File: src/mjf_pkg.sv
package mjf_pkg;

  localparam int SLOTS_DEF     = 10;
  localparam int AVG_DEPTH_DEF = 8;
  localparam int CW            = 12;

  localparam logic [1:0] ACT_HEADER = 2'd0;
  localparam logic [1:0] ACT_RECORD = 2'd1;
  localparam logic [1:0] ACT_END    = 2'd2;
  localparam logic [1:0] ACT_UNUSED = 2'd3;

  localparam logic [2:0] K_SLOT  = 3'd0;
  localparam logic [2:0] K_TRACK = 3'd1;
  localparam logic [2:0] K_X     = 3'd2;
  localparam logic [2:0] K_Y     = 3'd3;
  localparam logic [2:0] K_KEY   = 3'd4;
  localparam logic [2:0] K_SYNC  = 3'd5;

  localparam logic [2:0] REG_DZ_LIMIT = 3'd0;
  localparam logic [2:0] REG_SHIFT_X  = 3'd1;
  localparam logic [2:0] REG_SHIFT_Y  = 3'd2;
  localparam logic [2:0] REG_MAX_X    = 3'd3;
  localparam logic [2:0] REG_MAX_Y    = 3'd4;

  typedef enum logic [3:0] {
    ST_IDLE,
    ST_SLOT,
    ST_PREP,
    ST_SUM,
    ST_DIV,
    ST_EMIT_SLOT,
    ST_EMIT_TRACK,
    ST_EMIT_X,
    ST_EMIT_Y,
    ST_EMIT_LIFT,
    ST_EMIT_KEY,
    ST_EMIT_SYNC
  } state_t;

  // controller to datapath
  typedef struct packed {
    logic ld_in;
    logic rec;
    logic hdr;
    logic slot_clr;
    logic slot_inc;
    logic prep;
    logic sum_step;
    logic div_start;
    logic commit;
    logic lift;
    logic key_upd;
    logic end_frame;
  } cmd_t;

  // datapath to controller
  typedef struct packed {
    logic present;
    logic was_active;
    logic last_slot;
    logic sum_done;
    logic div_done;
    logic key_change;
    logic avg_path;
  } stat_t;

endpackage

File: src/mjf_datapath.sv
module mjf_datapath #(
  parameter int SLOTS     = mjf_pkg::SLOTS_DEF,
  parameter int AVG_DEPTH = mjf_pkg::AVG_DEPTH_DEF
) (
  input  logic                 clk,
  input  logic                 rst,
  input  mjf_pkg::cmd_t        cmd,
  output mjf_pkg::stat_t       stat,
  input  logic [1:0]           action,
  input  logic [7:0]           record_count,
  input  logic [31:0]          point_record,
  input  logic                 cfg_we,
  input  logic [2:0]           cfg_index,
  input  logic [11:0]          cfg_data,
  input  logic [2:0]           ev_sel,
  output logic [16:0]          ev_value,
  output logic [1:0]           act
);
  import mjf_pkg::*;

  localparam int SW = (SLOTS > 1) ? $clog2(SLOTS) : 1;
  localparam int PW = (AVG_DEPTH > 1) ? $clog2(AVG_DEPTH) : 1;
  localparam int FW = $clog2(AVG_DEPTH + 1);
  localparam int RW = $clog2(SLOTS + 1);
  localparam int MD = SLOTS * AVG_DEPTH;
  localparam int MW = (MD > 1) ? $clog2(MD) : 1;
  localparam int AW = CW + FW;
  localparam int DW = $clog2(AW + 1);

  // config registers
  logic [11:0] dz_limit, shift_x, shift_y, max_x, max_y;
  always_ff @(posedge clk) begin
    if (rst) begin
      dz_limit <= 12'd8; shift_x <= '0; shift_y <= '0;
      max_x <= 12'd799; max_y <= 12'd479;
    end else if (cfg_we) begin
      unique case (cfg_index)
        REG_DZ_LIMIT: dz_limit <= cfg_data;
        REG_SHIFT_X:  shift_x  <= cfg_data;
        REG_SHIFT_Y:  shift_y  <= cfg_data;
        REG_MAX_X:    max_x    <= cfg_data;
        REG_MAX_Y:    max_y    <= cfg_data;
        default: ;
      endcase
    end
  end

  // input capture
  logic [7:0]  cnt_q;
  logic [31:0] rec_q;
  logic [1:0]  act_q;
  always_ff @(posedge clk) begin
    if (cmd.ld_in) begin
      cnt_q <= record_count; rec_q <= point_record; act_q <= action;
    end
  end
  assign act = act_q;

  logic [SLOTS-1:0] present, was_active;
  logic [CW-1:0] fpx [SLOTS], fpy [SLOTS];
  logic [CW-1:0] lrx [SLOTS], lry [SLOTS];
  logic [PW-1:0] rpos [SLOTS];
  logic [FW-1:0] rfill [SLOTS];
  logic [RW-1:0] records_left;
  logic [15:0] track_id;
  logic        any_q, was_any;
  logic [SW-1:0] slot;

  logic [3:0] rid;
  assign rid = rec_q[31:28];
  logic rec_ok;
  assign rec_ok = (rec_q[15:12] == 4'd0) && (rid >= 4'd1) && (32'(rid) <= SLOTS);
  logic [SW-1:0] rslot;
  assign rslot = SW'(rid - 4'd1);

  // frame capture
  always_ff @(posedge clk) begin
    if (rst) begin
      present <= '0; records_left <= '0;
    end else if (cmd.hdr) begin
      present <= '0;
      records_left <= (32'(cnt_q) > SLOTS) ? RW'(SLOTS) : RW'(cnt_q);
    end else if (cmd.rec && records_left != '0) begin
      records_left <= records_left - 1'b1;
      if (rec_ok) present[rslot] <= 1'b1;
    end else if (cmd.end_frame) begin
      records_left <= '0;
    end
  end
  always_ff @(posedge clk) begin
    if (cmd.rec && records_left != '0 && rec_ok) begin
      fpx[rslot] <= rec_q[11:0]; fpy[rslot] <= rec_q[27:16];
    end
  end

  // per-slot working values
  logic [CW-1:0] cx, cy, lx, ly;
  logic [PW-1:0] cp;
  logic [FW-1:0] cf;
  logic          jump;
  logic [CW:0] dx, dy;
  always_comb begin
    cx = fpx[slot]; cy = fpy[slot];
    if (was_active[slot]) begin
      lx = lrx[slot]; ly = lry[slot]; cp = rpos[slot]; cf = rfill[slot];
    end else begin
      lx = cx; ly = cy; cp = '0; cf = '0;
    end
    dx = (cx >= lx) ? {1'b0, cx - lx} : {1'b0, lx - cx};
    dy = (cy >= ly) ? {1'b0, cy - ly} : {1'b0, ly - cy};
    jump = (dx > {1'b0, dz_limit}) || (dy > {1'b0, dz_limit});
  end

  logic          jump_q;
  logic [FW-1:0] fill_q;
  logic [PW-1:0] wpos_q;
  logic [CW-1:0] rx_q, ry_q;
  logic [FW-1:0] idx;
  logic [AW-1:0] sx, sy;
  logic [CW-1:0] mx, my;

  // ring memory
  logic [CW-1:0] ring_x [MD], ring_y [MD];
  logic [CW-1:0] rdx, rdy;
  logic [MW-1:0] rad;
  assign rad = MW'(32'(slot) * AVG_DEPTH + 32'(idx));
  logic rd_v;
  always_ff @(posedge clk) begin
    if (cmd.prep && !jump) begin
      ring_x[MW'(32'(slot) * AVG_DEPTH + 32'(cp))] <= cx;
      ring_y[MW'(32'(slot) * AVG_DEPTH + 32'(cp))] <= cy;
    end
    rdx <= ring_x[rad]; rdy <= ring_y[rad];
  end

  // ring update, sum loop
  always_ff @(posedge clk) begin
    if (rst) begin
      rd_v <= 1'b0;
    end else begin
      rd_v <= cmd.sum_step && (idx < fill_q);
    end
    if (cmd.prep) begin
      jump_q <= jump; rx_q <= cx; ry_q <= cy;
      wpos_q <= cp;
      fill_q <= (32'(cf) < AVG_DEPTH) ? cf + 1'b1 : cf;
      idx <= '0; sx <= '0; sy <= '0;
    end else if (cmd.sum_step) begin
      if (idx < fill_q) idx <= idx + 1'b1;
      if (rd_v) begin
        sx <= sx + AW'(rdx); sy <= sy + AW'(rdy);
      end
    end
  end
  assign stat.sum_done = (idx >= fill_q) && !rd_v;
  assign stat.avg_path = !jump_q;

  // restoring divider, x and y together
  logic [AW-1:0] qx, qy, rmx, rmy;
  logic [DW-1:0] dcnt;
  logic [AW:0] tx, ty;
  always_comb begin
    tx = {rmx[AW-1:0], qx[AW-1]} - {{(AW+1-FW){1'b0}}, fill_q};
    ty = {rmy[AW-1:0], qy[AW-1]} - {{(AW+1-FW){1'b0}}, fill_q};
  end
  always_ff @(posedge clk) begin
    if (rst) begin
      dcnt <= '0;
    end else if (cmd.div_start) begin
      qx <= sx; qy <= sy; rmx <= '0; rmy <= '0;
      dcnt <= DW'(AW);
    end else if (dcnt != '0) begin
      dcnt <= dcnt - 1'b1;
      if (!tx[AW]) begin rmx <= tx[AW-1:0]; qx <= {qx[AW-2:0], 1'b1}; end
      else begin rmx <= {rmx[AW-2:0], qx[AW-1]}; qx <= {qx[AW-2:0], 1'b0}; end
      if (!ty[AW]) begin rmy <= ty[AW-1:0]; qy <= {qy[AW-2:0], 1'b1}; end
      else begin rmy <= {rmy[AW-2:0], qy[AW-1]}; qy <= {qy[AW-2:0], 1'b0}; end
    end
  end
  assign stat.div_done = (dcnt == '0) && !cmd.div_start;
  assign mx = jump_q ? rx_q : qx[CW-1:0];
  assign my = jump_q ? ry_q : qy[CW-1:0];

  // offset and clamp
  logic signed [CW+1:0] ox, oy;
  logic [CW-1:0] fx, fy;
  always_comb begin
    ox = $signed({2'b00, mx}) + $signed({{2{shift_x[11]}}, shift_x});
    oy = $signed({2'b00, my}) + $signed({{2{shift_y[11]}}, shift_y});
    fx = ox[CW+1] ? '0 : (ox[CW:0] > {1'b0, max_x}) ? max_x : ox[CW-1:0];
    fy = oy[CW+1] ? '0 : (oy[CW:0] > {1'b0, max_y}) ? max_y : oy[CW-1:0];
  end

  // slot walk and per-slot state
  always_ff @(posedge clk) begin
    if (rst) begin
      slot <= '0; was_active <= '0; track_id <= 16'd1;
      any_q <= 1'b0; was_any <= 1'b0;
      for (int i = 0; i < SLOTS; i++) begin
        lrx[i] <= '0; lry[i] <= '0; rpos[i] <= '0; rfill[i] <= '0;
      end
    end else begin
      if (cmd.slot_clr) begin
        slot <= '0; any_q <= 1'b0;
      end else if (cmd.slot_inc) begin
        slot <= slot + 1'b1;
      end
      if (cmd.commit) begin
        any_q <= 1'b1;
        if (!was_active[slot]) track_id <= track_id + 1'b1;
        was_active[slot] <= 1'b1;
        lrx[slot] <= rx_q; lry[slot] <= ry_q;
        if (jump_q) begin
          rpos[slot] <= '0; rfill[slot] <= '0;
        end else begin
          rpos[slot] <= (32'(wpos_q) + 1 >= AVG_DEPTH) ? '0 : wpos_q + 1'b1;
          rfill[slot] <= fill_q;
        end
      end
      if (cmd.lift) begin
        was_active[slot] <= 1'b0; rpos[slot] <= '0; rfill[slot] <= '0;
      end
      if (cmd.key_upd) was_any <= any_q;
    end
  end

  assign stat.present    = present[slot];
  assign stat.was_active = was_active[slot];
  assign stat.last_slot  = (32'(slot) == SLOTS - 1);
  assign stat.key_change = (any_q != was_any);

  // event value select
  always_comb begin
    unique case (ev_sel)
      K_SLOT:  ev_value = 17'(slot);
      K_TRACK: ev_value = was_active[slot] ? 17'h1FFFF : {1'b0, track_id};
      K_X:     ev_value = 17'(fx);
      K_Y:     ev_value = 17'(fy);
      K_KEY:   ev_value = 17'(any_q);
      default: ev_value = '0;
    endcase
  end
endmodule

File: src/mjf_ctrl.sv
module mjf_ctrl (
  input  logic           clk,
  input  logic           rst,
  input  logic           in_valid,
  output logic           in_ready,
  input  logic [1:0]     act,
  output logic           out_valid,
  input  logic           out_ready,
  output logic [2:0]     ev_sel,
  output logic           last_event,
  output mjf_pkg::cmd_t  cmd,
  input  mjf_pkg::stat_t stat
);
  import mjf_pkg::*;

  state_t state, state_next;
  logic   busy, busy_next;

  always_ff @(posedge clk) begin
    if (rst) begin
      state <= ST_IDLE; busy <= 1'b0;
    end else begin
      state <= state_next; busy <= busy_next;
    end
  end

  logic go;
  assign go = out_valid && out_ready;

  // sequencing
  always_comb begin
    state_next = state; busy_next = busy; cmd = '0;
    in_ready = 1'b0; out_valid = 1'b0; ev_sel = K_SYNC; last_event = 1'b0;
    unique case (state)
      ST_IDLE: begin
        if (busy) begin
          busy_next = 1'b0;
          unique case (act)
            ACT_HEADER: cmd.hdr = 1'b1;
            ACT_RECORD: cmd.rec = 1'b1;
            ACT_END: begin
              cmd.end_frame = 1'b1; cmd.slot_clr = 1'b1; state_next = ST_SLOT;
            end
            default: ;
          endcase
        end else begin
          in_ready = 1'b1;
          if (in_valid) begin cmd.ld_in = 1'b1; busy_next = 1'b1; end
        end
      end
      ST_SLOT: begin
        if (stat.present) begin cmd.prep = 1'b1; state_next = ST_PREP; end
        else if (stat.was_active) state_next = ST_EMIT_LIFT;
        else if (stat.last_slot) state_next = ST_EMIT_KEY;
        else cmd.slot_inc = 1'b1;
      end
      ST_PREP: begin
        cmd.sum_step = 1'b1; state_next = ST_SUM;
      end
      ST_SUM: begin
        if (stat.sum_done || !stat.avg_path) begin
          cmd.div_start = 1'b1; state_next = ST_DIV;
        end else cmd.sum_step = 1'b1;
      end
      ST_DIV: if (stat.div_done) state_next = ST_EMIT_SLOT;
      ST_EMIT_SLOT: begin
        out_valid = 1'b1; ev_sel = K_SLOT;
        if (go) state_next = stat.was_active ? ST_EMIT_X : ST_EMIT_TRACK;
      end
      ST_EMIT_TRACK: begin
        out_valid = 1'b1; ev_sel = K_TRACK;
        if (go) begin
          if (stat.present) state_next = ST_EMIT_X;
          else begin
            // lift: the -1 beat closes the slot
            cmd.lift = 1'b1;
            if (stat.last_slot) state_next = ST_EMIT_KEY;
            else begin cmd.slot_inc = 1'b1; state_next = ST_SLOT; end
          end
        end
      end
      ST_EMIT_X: begin
        out_valid = 1'b1; ev_sel = K_X;
        if (go) state_next = ST_EMIT_Y;
      end
      ST_EMIT_Y: begin
        out_valid = 1'b1; ev_sel = K_Y;
        if (go) begin
          cmd.commit = 1'b1;
          if (stat.last_slot) state_next = ST_EMIT_KEY;
          else begin cmd.slot_inc = 1'b1; state_next = ST_SLOT; end
        end
      end
      ST_EMIT_LIFT: begin
        out_valid = 1'b1; ev_sel = K_SLOT;
        if (go) state_next = ST_EMIT_TRACK;
      end
      ST_EMIT_KEY: begin
        if (stat.key_change) begin
          out_valid = 1'b1; ev_sel = K_KEY;
          if (go) begin cmd.key_upd = 1'b1; state_next = ST_EMIT_SYNC; end
        end else state_next = ST_EMIT_SYNC;
      end
      ST_EMIT_SYNC: begin
        out_valid = 1'b1; ev_sel = K_SYNC; last_event = 1'b1;
        if (go) state_next = ST_IDLE;
      end
      default: state_next = ST_IDLE;
    endcase
  end

  assert property (@(posedge clk) disable iff (rst) cmd.commit |-> stat.present);
  assert property (@(posedge clk) disable iff (rst) in_ready |-> !out_valid);
  assert property (@(posedge clk) disable iff (rst)
    (out_valid && last_event) |-> (ev_sel == K_SYNC));
endmodule

File: src/multitouch_jitter_filter_unit.sv
// multitouch jitter filter unit
// input channel (in_valid/in_ready) takes one beat per item: a frame header
// with record_count, a point record, or a frame end. header and record
// beats give no result. a frame end walks every slot in order: a touched
// slot runs ring summing (one ring memory read per cycle, cut short on a
// dead zone jump), then shared serial division, then its event beats. the
// event stream (out_valid/out_ready) ends with a sync beat with last_event
// high; the next input is taken only after that sync beat is delivered.
// a stalled receiver simply holds the current event beat in place. reset
// clears all control and per-slot tracking state at once; ring contents
// are not cleared, entries are written before they are read. config is
// written through cfg_we/cfg_index/cfg_data; the user must do so only
// while idle, which the block itself does not enforce.
module multitouch_jitter_filter_unit #(
  parameter int SLOTS     = mjf_pkg::SLOTS_DEF,
  parameter int AVG_DEPTH = mjf_pkg::AVG_DEPTH_DEF
) (
  input  logic               clk,
  input  logic               rst,
  input  logic               in_valid,
  output logic               in_ready,
  input  logic [1:0]         action,
  input  logic [7:0]         record_count,
  input  logic [31:0]        point_record,
  output logic               out_valid,
  input  logic               out_ready,
  output logic [2:0]         event_kind,
  output logic signed [16:0] event_value,
  output logic               last_event,
  input  logic               cfg_we,
  input  logic [2:0]         cfg_index,
  input  logic [11:0]        cfg_data
);
  import mjf_pkg::*;

  cmd_t        cmd;
  stat_t       stat;
  logic [1:0]  act;
  logic [2:0]  ev_sel;
  logic [16:0] ev_value;

  mjf_ctrl u_ctrl (
    .clk, .rst, .in_valid, .in_ready, .act, .out_valid, .out_ready,
    .ev_sel, .last_event, .cmd, .stat
  );

  mjf_datapath #(.SLOTS(SLOTS), .AVG_DEPTH(AVG_DEPTH)) u_dp (
    .clk, .rst, .cmd, .stat, .action, .record_count, .point_record,
    .cfg_we, .cfg_index, .cfg_data, .ev_sel, .ev_value, .act
  );

  assign event_kind  = ev_sel;
  assign event_value = $signed(ev_value);
endmodule

File: config.mk
export PLATFORM = sky130hd
export DESIGN_NAME = multitouch_jitter_filter_unit
export DESIGN_NICKNAME = d
export VERILOG_FILES = /design/src/mjf_pkg.sv /design/src/mjf_datapath.sv /design/src/mjf_ctrl.sv /design/src/multitouch_jitter_filter_unit.sv
export SDC_FILE = /design/constraint.sdc
export NUM_CORES = 2
export LEC_CHECK = 0
export BUFFER_PORTS_ARGS = -buffer_cell sky130_fd_sc_hd__buf_2
export CAP_MARGIN = 20
export CELL_PAD_IN_SITES_DETAIL_PLACEMENT = 0
export CELL_PAD_IN_SITES_GLOBAL_PLACEMENT = 1
export CORE_ASPECT_RATIO = 0.5
export CORE_MARGIN = 1
export CORE_UTILIZATION = 57
export CTS_BUF_LIST = sky130_fd_sc_hd__clkbuf_8
export DETAILED_ROUTE_END_ITERATION = 16
export PLACE_DENSITY = 0.82
export SLEW_MARGIN = 20
export SYNTH_ARGS = -nofsm -noshare
export SYNTH_HDL_FRONTEND = slang
export SYNTH_SLANG_ARGS = --single-unit
File: constraint.sdc
create_clock -name clk -period 15.2 [get_ports clk]
set_clock_uncertainty 0.05 [all_clocks]
set_input_delay 0.76 -clock clk [delete_from_list [all_inputs] [get_ports clk]]
set_output_delay 0.76 -clock clk [all_outputs]
set_load 0.005 [all_outputs]
Word level (Yosys, flattened, before mapping). Memories as Yosys holds them, arrays and structs flattened. A register that Yosys moved wholly into a read port is not among the register bits. Index checks and enable logic that the tools add are counted. Widths: inputs -> output; s select.

Equal/unequal tests: 35. Reductions and logical operators: 47. Add/sub/neg operators: 21. Order comparisons: 17. Bitwise logic cells: 10. Mux-type cells: 148.

Operators by type and width (number): $mux 4 (43); $mux 12 (12); $mux 16 (8); $pmux 17 s5 (1); $mux 1 (63); $gt 13x12->1 (4); $pmux 4 s12 (1); $sub 12x12->12 (4); $sub 17x4->17 (2); $add 16x12->16 (2); $ge 32x4->1 const B (1); $mux 10 (3); $add 13x12->14 (2); $ge 12x12->1 (2); $reduce_or 12->1 (2); $eq 4x4->1 const B (5); $or 10x10->10 (2); $reduce_and 2->1 (10); $mux 3 (6); $mux 17 (1); $add 16x1->16 const B (1); $eq 4x3->1 const B (4); $ne 2x1->1 const B (8); $pmux 3 s5 (1); 50 further kinds (90).

RAM bits: 2470. Output and inout bits: 23. Input port bits: 62. Logic and storage cells: 318. Memories kept: 8. Flip-flop bits (word level): 291.

Memory list: u_dp.ring_x (depth 80, width 12, rd ports 1, clocked after Yosys merged registers in 1, write ports 1, line mjf_datapath.sv:123) `logic [CW-1:0] ring_x [MD], ring_y [MD];`; u_dp.ring_y (depth 80, width 12, rd ports 1, clocked after Yosys merged registers in 1, write ports 1, line mjf_datapath.sv:123); u_dp.fpx (depth 10, width 12, rd ports 1, clocked after Yosys merged registers in 1, write ports 1, line mjf_datapath.sv:60) `logic [CW-1:0] fpx [SLOTS], fpy [SLOTS];`; u_dp.fpy (depth 10, width 12, rd ports 1, clocked after Yosys merged registers in 1, write ports 1, line mjf_datapath.sv:60); u_dp.lrx (depth 10, width 12, rd ports 1, clocked after Yosys merged registers in 1, write ports 10, line mjf_datapath.sv:61) `logic [CW-1:0] lrx [SLOTS], lry [SLOTS];`; u_dp.lry (depth 10, width 12, rd ports 1, clocked after Yosys merged registers in 1, write ports 10, line mjf_datapath.sv:61); +2 memories.

Longest topological paths before layout.
Word-level depth: 13. Gate-level depth with buffers: 33. Depth with buffers taken out: 27.

Hierarchy. Synthesis repeated with hierarchy kept, for this count alone.

Cell total of the unflattened synthesis: 6422. Area, all modules: 121619.1 um2.

By module, submodules not included: mjf_datapath (area each 120967.3 um2, cells an instance 6324, times used 1, seq. area each 87423.8 um2); mjf_ctrl (area each 651.9 um2, cells an instance 98, times used 1, seq. area each 100.1 um2).

Worst setup path before layout. OpenSTA, ideal clock, no wires.

Kind: flip-flop to flip-flop. From: register (tool-made name). To: memory u_dp.ring_x[0][0], enable pin. Setup slack: 4.680 ns. Stages on the path, launching flop included: 29. Clock period less this slack: 10.520 ns. Data arrival time: 10.065 ns. Data required time: 14.745 ns. Buffers on the path: 5. Setup time: 0.405 ns. Cell sequence: dfxtp_1 -> buf_2 -> buf_1 -> buf_1 -> buf_1 -> mux4_2 -> nor2b_1 -> a211oi_1 -> a21oi_1 -> mux2i_1 -> fa_1 -> a21o_1 -> a21oi_1 -> a211oi_2 -> o31ai_2 -> a221oi_4 -> buf_6 -> mux2_2 -> ha_1 -> nor2b_1 -> o21a_1 -> o21a_1 -> o21a_1 -> o21a_1 -> o21ai_0 -> nor4bb_1 -> a2bb2oi_1 -> nand4b_1 -> nor2_1.

RTL lines (line): end: declaration (mjf_datapath.sv:123).

==> reports/results.ini <==
[status]
status=finished, final reports clean

[power]
totalPowerFinal_mw=21.1
ir_drop_mv=0.114
pwr_density_cell_nw_per_um2=156
p_leak_nw=44.3

[timing]
setup_viol=0
finalHoldViolCount=0
slew_violations=0
finalWorstSetupSlack_ns=4.76
fin_tns_setup_ns=0
worst_pin_slew_ns=1.29
fmax_mhz=95.8
rsz0062_at_grt=no
period_needed_ns=10.44
maxSlewHeadroom_pct=13.4
finalCritPeriodShare_pct=68.7

[cells_and_area]
drive_above_1_share_pct=20.3
seq_area_um2=87600
fin_util_pct=63.7
multi_input_area_um2=33800
fillers=14500
syn2layout_area_growth_pct=10.1
stdcell_count=10700
nNetsFinal=7787

[synthesis]
syn_inst=7213
synth_top_family_by_area=multiplexers
synth_most_common_cell=edfxtp_1
ys_seq_area_share_pct=71.4
synthSimpleGateAreaFrac_pct=4.54
ys_seq_elements=2975
synth_nets=7450
ys_dominant_reg_cell=edfxtp_1
avgSynthCellArea_um2=17.0
yosysWarnings=0
synth_top_area_share_pct=68.5
synthAdderAreaFrac_pct=1.85
synth_compound_area_share_pct=5.62
synth_xor_area_share_pct=0.872
synth_edf_count=2794
synth_mux_area_share_pct=14.0
yosysTopAreaCell=edfxtp_1
synthArstFlopShare_pct=0
yosysUniqueCellTypes=79
synth_area_um2=123000
synth_commonest_cells=2,794 x edfxtp_1, 493 x mux4_2, 484 x nor2_1
yosys-top-cells-area=edfxtp_1 68%, mux4_2 9.1%, mux2i_1 3.3%

[worst_setup_path]
reg2regPathDepth=28
crit_type=reg2reg
cp_slowest_cell=dfxtp_4
max_stage_delay_ns=0.97
cp-end-kind=flip-flop
worst_ep_arrival_time_ns=11.09
cp-start-kind=flip-flop
worstPathRequired_ns=15.84
critPathMaxFanout=48
crit_path_frequent_cell=buf_4

[detailed_routing]
wl_per_cell_um=31.2
vias=70000
drt_wl_total_um=335000
drc_errors=0
viasPerCell=6.54
ant_nets=0
drt_pass1_iterations=6
drtIter0Drc=9869

[die]
core_um2=212000
dieArea_um2=217000
row_count=119
die_h_um=330
start_util_pct=57.8
io_pins=85
fp.dieW_um=658

[global_routing]
antenna_found_initial=20
gr-total-overflow=0
grt_max_degree=145
track_usage_pct=30.6
grt_pass1_wl_um=474000
grt_pass1_vias=67800

[hold_path]
hold_class=in2reg
holdPathStages=3
hold_path.startpoint=cfg_data[5]

[clock_network]
clk_latency_ns=1.00
cts_tree=yes
cts_num_sinks=2975
cts-root-buf=clkbuf_8
cts_resized=0
clk_pin_slew_ns=0.07
htree_levels=5
clockBufferDepth=4
numCtsBuffers=401

[run]
max_cap_violations=0

[place]
io_buffers=84
place_congestion=0.923
preCtsSetupSlack_ns=4.65
dp_cells=9946
dp_hpwl_um=210000

-- final timing paths --
| kind | end | slack [ns] |
|---|---|---|
| max | u_dp.ring_x[52][5]$_DFFE_PP_ | 4.76 |
| min reg2reg | u_dp.max_x[11]$_SDFFE_PP0P_ | 0.40 |
| max reg2reg | u_dp.ring_x[52][5]$_DFFE_PP_ | 4.76 |
| min | u_dp.max_x[5]$_SDFFE_PP0P_ | 0.11 |
-- layout make-up --
class / instances / area share, %
inverter: 152 / 0.423
tap: 2843 / 2.63
clock buffer: 415 / 4.23
timing repair buffer: 329 / 1.82
clock inverter: 300 / 1.00
antenna: 6 / 0.0111
multi-input combinational: 3691 / 25.0
sequential: 2975 / 64.9
-- critical path, delay by kind of cell, from the launching register on --
| kind | cells | cell delay [ns] |
|---|---|---|
| compound gates | 12 | 2.95 |
| buf+inv | 6 | 2.54 |
| mux | 4 | 1.69 |
| simple gates | 4 | 1.13 |
| flops | 1 | 0.97 |
| fa+ha+maj | 2 | 0.68 |
-- cells in the final DEF (no fill, tap or decap), types with 15 or more instances in the layout --
master         netlist  routed
and3_1              18      17
nor2_1             484     391
clkinv_2             0      39
and2_1              60      59
o21a_1              35      34
a211oi_1           129     122
nor2_4               0      37
nand4_1             19      19
mux4_2             493     493
nor2_2               0      56
a31oi_1             15      15
a21oi_1            365     342
nand2b_1            39      38
ha_1               165     163
o22ai_1            106     106
inv_1              152     295
dlygate4sd3_1        0      43
nand2_1            390     389
buf_2               48      84
o21ai_0            160     159
nor2b_1             52      50
xor2_1              50      49
a21o_1              64      64
a21oi_4              0      23
mux2_2             170     170
xnor2_1             72      71
dfxtp_1            181     174
nor3_1              42      34
mux2i_1            407     407
clkbuf_8             0     415
buf_4                2     193
clkinv_1             0      96
nand3_1             59      58
edfxtp_1          2794    2794
nand3b_1            19      19
o221ai_1           114     114
-- repair_timing --
action                                  in CTS  in global routing
setup buffers                                0                  0
hold endpoints to repair                    43                  0
hold buffers                                43                  0
endpoints found under the setup margin       0                  0
-- metrics by stage --
stage	hold slack [ns]	instance area (um^2)
floorplan	0.385	123000
global placement	0.394	127000
detailed placement	0.397	127000
CTS	0.0283	135000
global route	0.0618	135000
finish	0.113	135000
-- where the power goes --
part           switching, mW  internal (mW)  total, mW
logic                   3.65           2.11       5.76
clock network           2.96           2.60       5.56
registers              0.262           9.51       9.77
total                   6.88           14.2       21.1
-- state kept, by name, indices dropped and copies added (netlist names), 16 cells and up, named ones only --
name,cells
u_dp.ring_x,960
u_dp.track_id,16
u_dp.qx,16
u_dp.fpy,120
u_dp.rec_q,32
u_dp.rpos,48
u_dp.lrx,192
u_dp.ring_y,960
u_dp.rfill,64
u_dp.rmy,16
u_dp.qy,16
u_dp.sx,16
u_dp.fpx,120
u_dp.sy,16
u_dp.rmx,16
u_dp.lry,192
-- kinds of logic after synthesis --
group,count (synthesis)
flip-flops,2975
AND/OR/NAND/NOR,1245
multiplexers,1072
adder cells (fa/ha/maj),175
buffers and inverters,547
AO/OA/AOI/OAI,1077
XOR/XNOR,122
-- per-layer routing --
layer,routed length (um),track usage (%)
met1,134000,45.5
met2,146000,44.4
met3,45100,9.06
met4,9160,8.23
met5,35,0
(Power assumes the default switching activity.)
